--- src/hw/rtl/pgbt_ram.sv ---
// generic simple dual-port ram with registered read
`default_nettype none

module pgbt_ram #(
    parameter int WIDTH = 8,
    parameter int DEPTH = 16
) (
    input  wire logic                                     i_clk,
    input  wire logic                                     i_we,
    input  wire logic [((DEPTH > 1) ? $clog2(DEPTH) : 1)-1:0] i_waddr,
    input  wire logic [WIDTH-1:0]                         i_wdata,
    input  wire logic [((DEPTH > 1) ? $clog2(DEPTH) : 1)-1:0] i_raddr,
    output logic      [WIDTH-1:0]                         o_rdata
);

    logic [WIDTH-1:0] r_mem [DEPTH];

    always_ff @(posedge i_clk) begin
        if (i_we) begin
            r_mem[i_waddr] <= i_wdata;
        end
        o_rdata <= r_mem[i_raddr];
    end

endmodule

`default_nettype wire

--- config.mk ---
export PLATFORM = sky130hd
export DESIGN_NAME = pgbt_ram
export DESIGN_NICKNAME = d
export VERILOG_FILES = /design/src/hw/rtl/pgbt_ram.sv
export SDC_FILE = /design/constraint.sdc
export NUM_CORES = 1
export LEC_CHECK = 0
export ABC_AREA = 1
export BUFFER_PORTS_ARGS = -buffer_cell sky130_fd_sc_hd__buf_4
export CAP_MARGIN = 10
export CORE_MARGIN = 2
export CORE_UTILIZATION = 50
export DETAILED_ROUTE_END_ITERATION = 8
export PLACE_DENSITY_LB_ADDON = 0.2
export SLEW_MARGIN = 20
export SYNTH_ARGS = -nofsm -noshare
export SYNTH_HDL_FRONTEND = slang
export SYNTH_SLANG_ARGS = --single-unit
--- constraint.sdc ---
create_clock -name i_clk -period 2.8 [get_ports i_clk]
set_input_delay 0.7 -clock i_clk [delete_from_list [all_inputs] [get_ports i_clk]]
set_output_delay 0.7 -clock i_clk [all_outputs]
set_load 0.01 [all_outputs]
==> results.yml, run 1 <==
status:
  outcome: "completed"
synthesis:
  yosysSeqAreaShare: 0.694
  ys_types: 12
  synth_area_um2: 5770
  syn_avg_cell_area_um2: 10.5
  yosys_warnings: 0
  synth_cells: 551
  ys_seq_elements: 136
  synthesis.nets: 569
sta:
  slew_viol_final: 0
  relSlewSlack: 0.452
  setup_ws_ns: 1.15
  fin_crit_sh: 0.588
  setup_viol_count_final: 0
  worst_pin_slew_ns: 0.818
  finalCriticalPeriod_ns: 1.65
  finalSetupTns_ns: 0
  rsz0062_at_grt: "no"
  hold_viol: 0
  fin_worst_skew_ns: 0.00566
  timing.fmax_ghz: 0.607
route:
  first_iter_violations: 318
  detail_route.wl_per_cell_um: 17.0
  wl_um: 12400
  drt_pass1_iterations: 5
  via_per_inst: 5.15
  drc: 0
  num_vias: 3768
  ant_nets: 0
power:
  peakVddDrop_mv: 0.432
  power.share.combinational: 0.058
  power.density_nw_per_um2: 736
  leakagePower_nw: 2.86
  power.share.switching: 0.211
  finalPower_mw: 4.88
  intPower_mw: 3.85
  seq_power_share: 0.469
  power.switching_mw: 1.03
  clockPowerShare: 0.473
global_route:
  grt-ovfl-total: 0
  grt_max_degree: 65
  grtUsageMet3: 0.0539
  use_met1: 0.305
  antenna_found_initial: 0
  grt_pass1_wl_um: 19800
  grt_pass1_vias: 3574
  track_usage: 0.216
  grtUsageMet2: 0.330
  grt-busiest-layer: "met2"
layout:
  fillers: 945
  seq_area_um2: 4000
  multi_input_area_um2: 1210
  final_cell_mix: "nand2_1, edfxtp_1, inv_1, nand3_1, buf_4"
  final_common_cell: "nand2_1"
  nets: 594
  num_antenna_cells: 0
  syn_to_final_growth_pct: 15.0
  design_area_um2: 6630
  drive_gt1_frac: 0.104
clocking:
  clk_latency_ns: 0.42
  cts-root-buf: "clkbuf_16"
  clock_sink_count: 136
  cts_tree: "yes"
  cts_setup_buffers: 0
  postCtsHoldBufs: 0
  cts.repair.resized: 0
  path_clk_slew_ns: 0.06
  cts-htree-levels: 4
  cts_buffers: 17
  clk_path_buf_depth: 2
placement:
  dp_slack_ns: 0.733
  post_dp_cell_area_um2: 6020
  io_buffer_count: 25
  hpwlAfterDp_um: 7770
  place_congestion: 0.893
floorplanning:
  ios: 26
  die_area_um2: 12400
  row_count: 39
  core_um2: 11300
  floorplan.initialDensity: 0.509
  dieWidth_um: 111
  die-height_um: 111
hold_path:
  hold_end: "o_rdata[7]"
  hold-path-cell-count: 3
  hold_start: "i_raddr[3]"
  hold_class: "input port to flop"
setup_path:
  start_kind: "input port"
  r2r_cells: 6
  crit_path_end_kind: "flop"
  r2r_end: "o_rdata[4]"
  reg2reg_from: "r_mem[9][4]"
  worst_ep_required_time_ns: 2.84
  cp_max_fo: 8
  reg2reg_slack_ns: 1.70
  path_class: "input port to flop"
  worst_ep_arrival_time_ns: 1.69
job:
  max_cap_violations: 0
==> layer usage <==
| layer | share of wire | wire [um] |
|---|---|---|
| met3 | 0.068 | 851 |
| met4 | 0.019 | 242 |
| met1 | 0.43 | 5390 |
| met2 | 0.48 | 5950 |
| met5 | 0 | 0 |
==> cells in the mapped netlist, drive strengths merged <==
cell	number	area share
nand2	173	0.11
nor2	17	0.011
buf	24	0.029
edfxtp	128	0.67
dfxtp	8	0.028
inv	102	0.066
nand3	97	0.084
nand3b	2	0.0026
==> worst max-delay path by stage <==
stage	to	slack [ns]	cells past startpoint	startpoint
5_1_grt	o_rdata[6]	1.07	9	i_raddr[0]
2_1_floorplan	r_mem[10][0]	1.15	2	i_waddr[2]
6_report	r_mem[3][4]	1.15	4	i_waddr[2]
3_3_place_gp	r_mem[3][4]	0.75	4	i_waddr[2]
3_5_place_dp	r_mem[3][4]	0.73	4	i_waddr[2]
4_1_cts	o_rdata[7]	1.16	1	o_rdata[7]
==> power by group through the flow <==
stage	clock network (mW)	registers [mW]	logic, mW
global route	2.44	2.29	0.317
global placement	0	2.33	0.283
finish	2.31	2.29	0.284
floorplan	0	2.34	0.161
detailed placement	0	2.33	0.284
CTS	2.33	2.29	0.286
==> kinds of logic after synthesis <==
group / synth area share
and+or+nand+nor: 0.210
DFF: 0.694
buffers and inverters: 0.0952
==> final cells by class <==
class | instances | share of cell area
tap | 143 | 0.0270
clock inverter | 12 | 0.0270
multi-input combinational | 289 | 0.183
sequential | 136 | 0.604
timing repair buffer | 30 | 0.0358
inverter | 102 | 0.0577
clock buffer | 20 | 0.0658
==> worst max-delay path: stages <==
cell     delay, ns
buf_4         0.12
nor2_1        0.09
nand2_1       0.13
nor2_1        0.65
==> through the flow <==
step / utilization / hold slack, ns / instances
3_5_place_dp: 0.531 / 0.659 / 700
6_report: 0.586 / 0.607 / 732
3_3_place_gp: 0.531 / 0.655 / 700
2_1_floorplan: - / 0.607 / 551
5_1_grt: 0.586 / 0.616 / 732
4_1_cts: 0.586 / 0.593 / 732
==> sequential cells by signal, summed over array words and instances (netlist names) <==
| register | flops |
|---|---|
| o_rdata | 8 |
| r_mem | 128 |
Power figures use the tool's default switching activity.
==> run 2: changes to the inputs <==
Clock period 2.8 ns to 1.5 ns, I/O delays scaled along.
==> results.yml, run 2 (same netlist as run 1, synthesis figures left out) <==
status:
  outcome: "completed"
layout:
  largest_reg_flops: 128
  syn_to_final_growth_pct: 19.7
  final_cell_mix: "nand2_1, edfxtp_1, inv_1, nand3_1, buf_4"
  top_register: "r_mem"
  design_area_um2: 6900
  nets: 616
  fillers: 900
  final_common_cell: "nand2_1"
  drive_gt1_frac: 0.134
  num_antenna_cells: 0
  biggestRegsByFlops: "r_mem: 128 flops, o_rdata: 8 flops"
floorplanning:
  die-height_um: 111
  dieWidth_um: 111
  core_um2: 11300
  row_count: 39
  die_area_um2: 12400
  ios: 26
  floorplan.initialDensity: 0.509
power:
  power.density_nw_per_um2: 1370
  power.switching_mw: 1.89
  finalPower_mw: 9.44
  power.share.switching: 0.200
  seq_power_share: 0.453
  clockPowerShare: 0.488
  power.share.combinational: 0.059
  leakagePower_nw: 3.02
  intPower_mw: 7.56
  peakVddDrop_mv: 0.854
placement:
  place_congestion: 0.813
  dp_slack_ns: 0.0803
  io_buffer_count: 25
  post_dp_cell_area_um2: 6240
  hpwlAfterDp_um: 7560
sta:
  setup_ws_ns: 0.205
  fin_worst_skew_ns: 0.0154
  finalCriticalPeriod_ns: 1.30
  rsz0062_at_grt: "no"
  setup_viol_count_final: 0
  hold_viol: 0
  slew_viol_final: 0
  fin_crit_sh: 0.863
  timing.fmax_ghz: 0.772
  finalSetupTns_ns: 0
  worst_pin_slew_ns: 0.305
  relSlewSlack: 0.797
setup_path:
  path_class: "flop to output port"
  path_buf_inv: 1
  cpLargestDelayFamily: "flip-flops"
  cp_slowest_cell: "dfxtp_1"
  cp_max_fo: 1
  worst_ep_required_time_ns: 1.12
  max_stage_delay_ns: 0.37
  crit_chain: "buf_4"
  crit_path_end_kind: "output port"
  start_kind: "flop"
  worst_ep_arrival_time_ns: 0.92
clocking:
  clk_path_buf_depth: 2
  cts-root-buf: "clkbuf_16"
  cts_tree: "yes"
  cts_buffers: 17
  postCtsHoldBufs: 0
  cts_setup_buffers: 0
  cts.repair.resized: 0
  cts-htree-levels: 4
  clk_latency_ns: 0.41
  clock_sink_count: 136
  path_clk_slew_ns: 0.06
route:
  num_vias: 3819
  drc: 0
  via_per_inst: 5.06
  drt_pass1_iterations: 5
  wl_um: 12600
  first_iter_violations: 309
  detail_route.wl_per_cell_um: 16.7
  ant_nets: 0
global_route:
  grt_pass1_wl_um: 20300
  grt-busiest-layer: "met2"
  grt_pass1_vias: 3906
  grt-ovfl-total: 0
  grtUsageMet3: 0.0495
  use_met1: 0.294
  track_usage: 0.217
  grt_max_degree: 65
  antenna_found_initial: 0
  grtUsageMet2: 0.348
job:
  max_cap_violations: 0
hold_path:
  hold_class: "input port to flop"
[run 2: layer usage]
| metal | part of all wire | up-vias | routed length [um] |
|---|---|---|---|
| met1 | 0.43 | 1798 | 5470 |
| met2 | 0.49 | 133 | 6180 |
| met3 | 0.061 | 16 | 763 |
| met4 | 0.013 | 0 | 169 |
| met5 | 0 | - | 0 |
| li1 | - | 1872 | - |
[run 2: area by class of cell]
type	count	area [um^2]	area share
multi-input combinational	289	1210	0.176
clock inverter	13	226	0.0328
sequential	136	4000	0.580
tap	143	179	0.0259
inverter	102	383	0.0555
timing repair buffer	52	465	0.0674
clock buffer	19	433	0.0627
[run 2: path summary, 6_finish.rpt]
| check | start | to | slack [ns] | depth (start not counted) |
|---|---|---|---|---|
| setup / recovery | o_rdata[2] | o_rdata[2] | 0.20 | 1 |
| hold / removal | i_wdata[4] | r_mem[5][4] | 0.28 | 1 |
| setup reg to reg | r_mem[5][4] | o_rdata[4] | 0.51 | 6 |
| hold reg to reg | r_mem[13][5] | o_rdata[5] | 0.67 | 6 |
[run 2: power groups by stage]
stage                     logic, mW  registers, mW  clock network, mW
after floorplan               0.300           4.36                  0
after global placement        0.550           4.35                  0
after detailed placement      0.559           4.36                  0
after CTS                     0.566           4.28               4.66
after global routing          0.624           4.28               4.84
final                         0.560           4.28               4.61
[run 2: metrics by stage]
step,hold slack [ns],instances,util
final,0.282,754,0.610
after CTS,0.278,754,0.610
after global placement,0.643,722,0.552
after floorplan,0.474,551,-
after global routing,0.289,754,0.610
after detailed placement,0.660,722,0.552
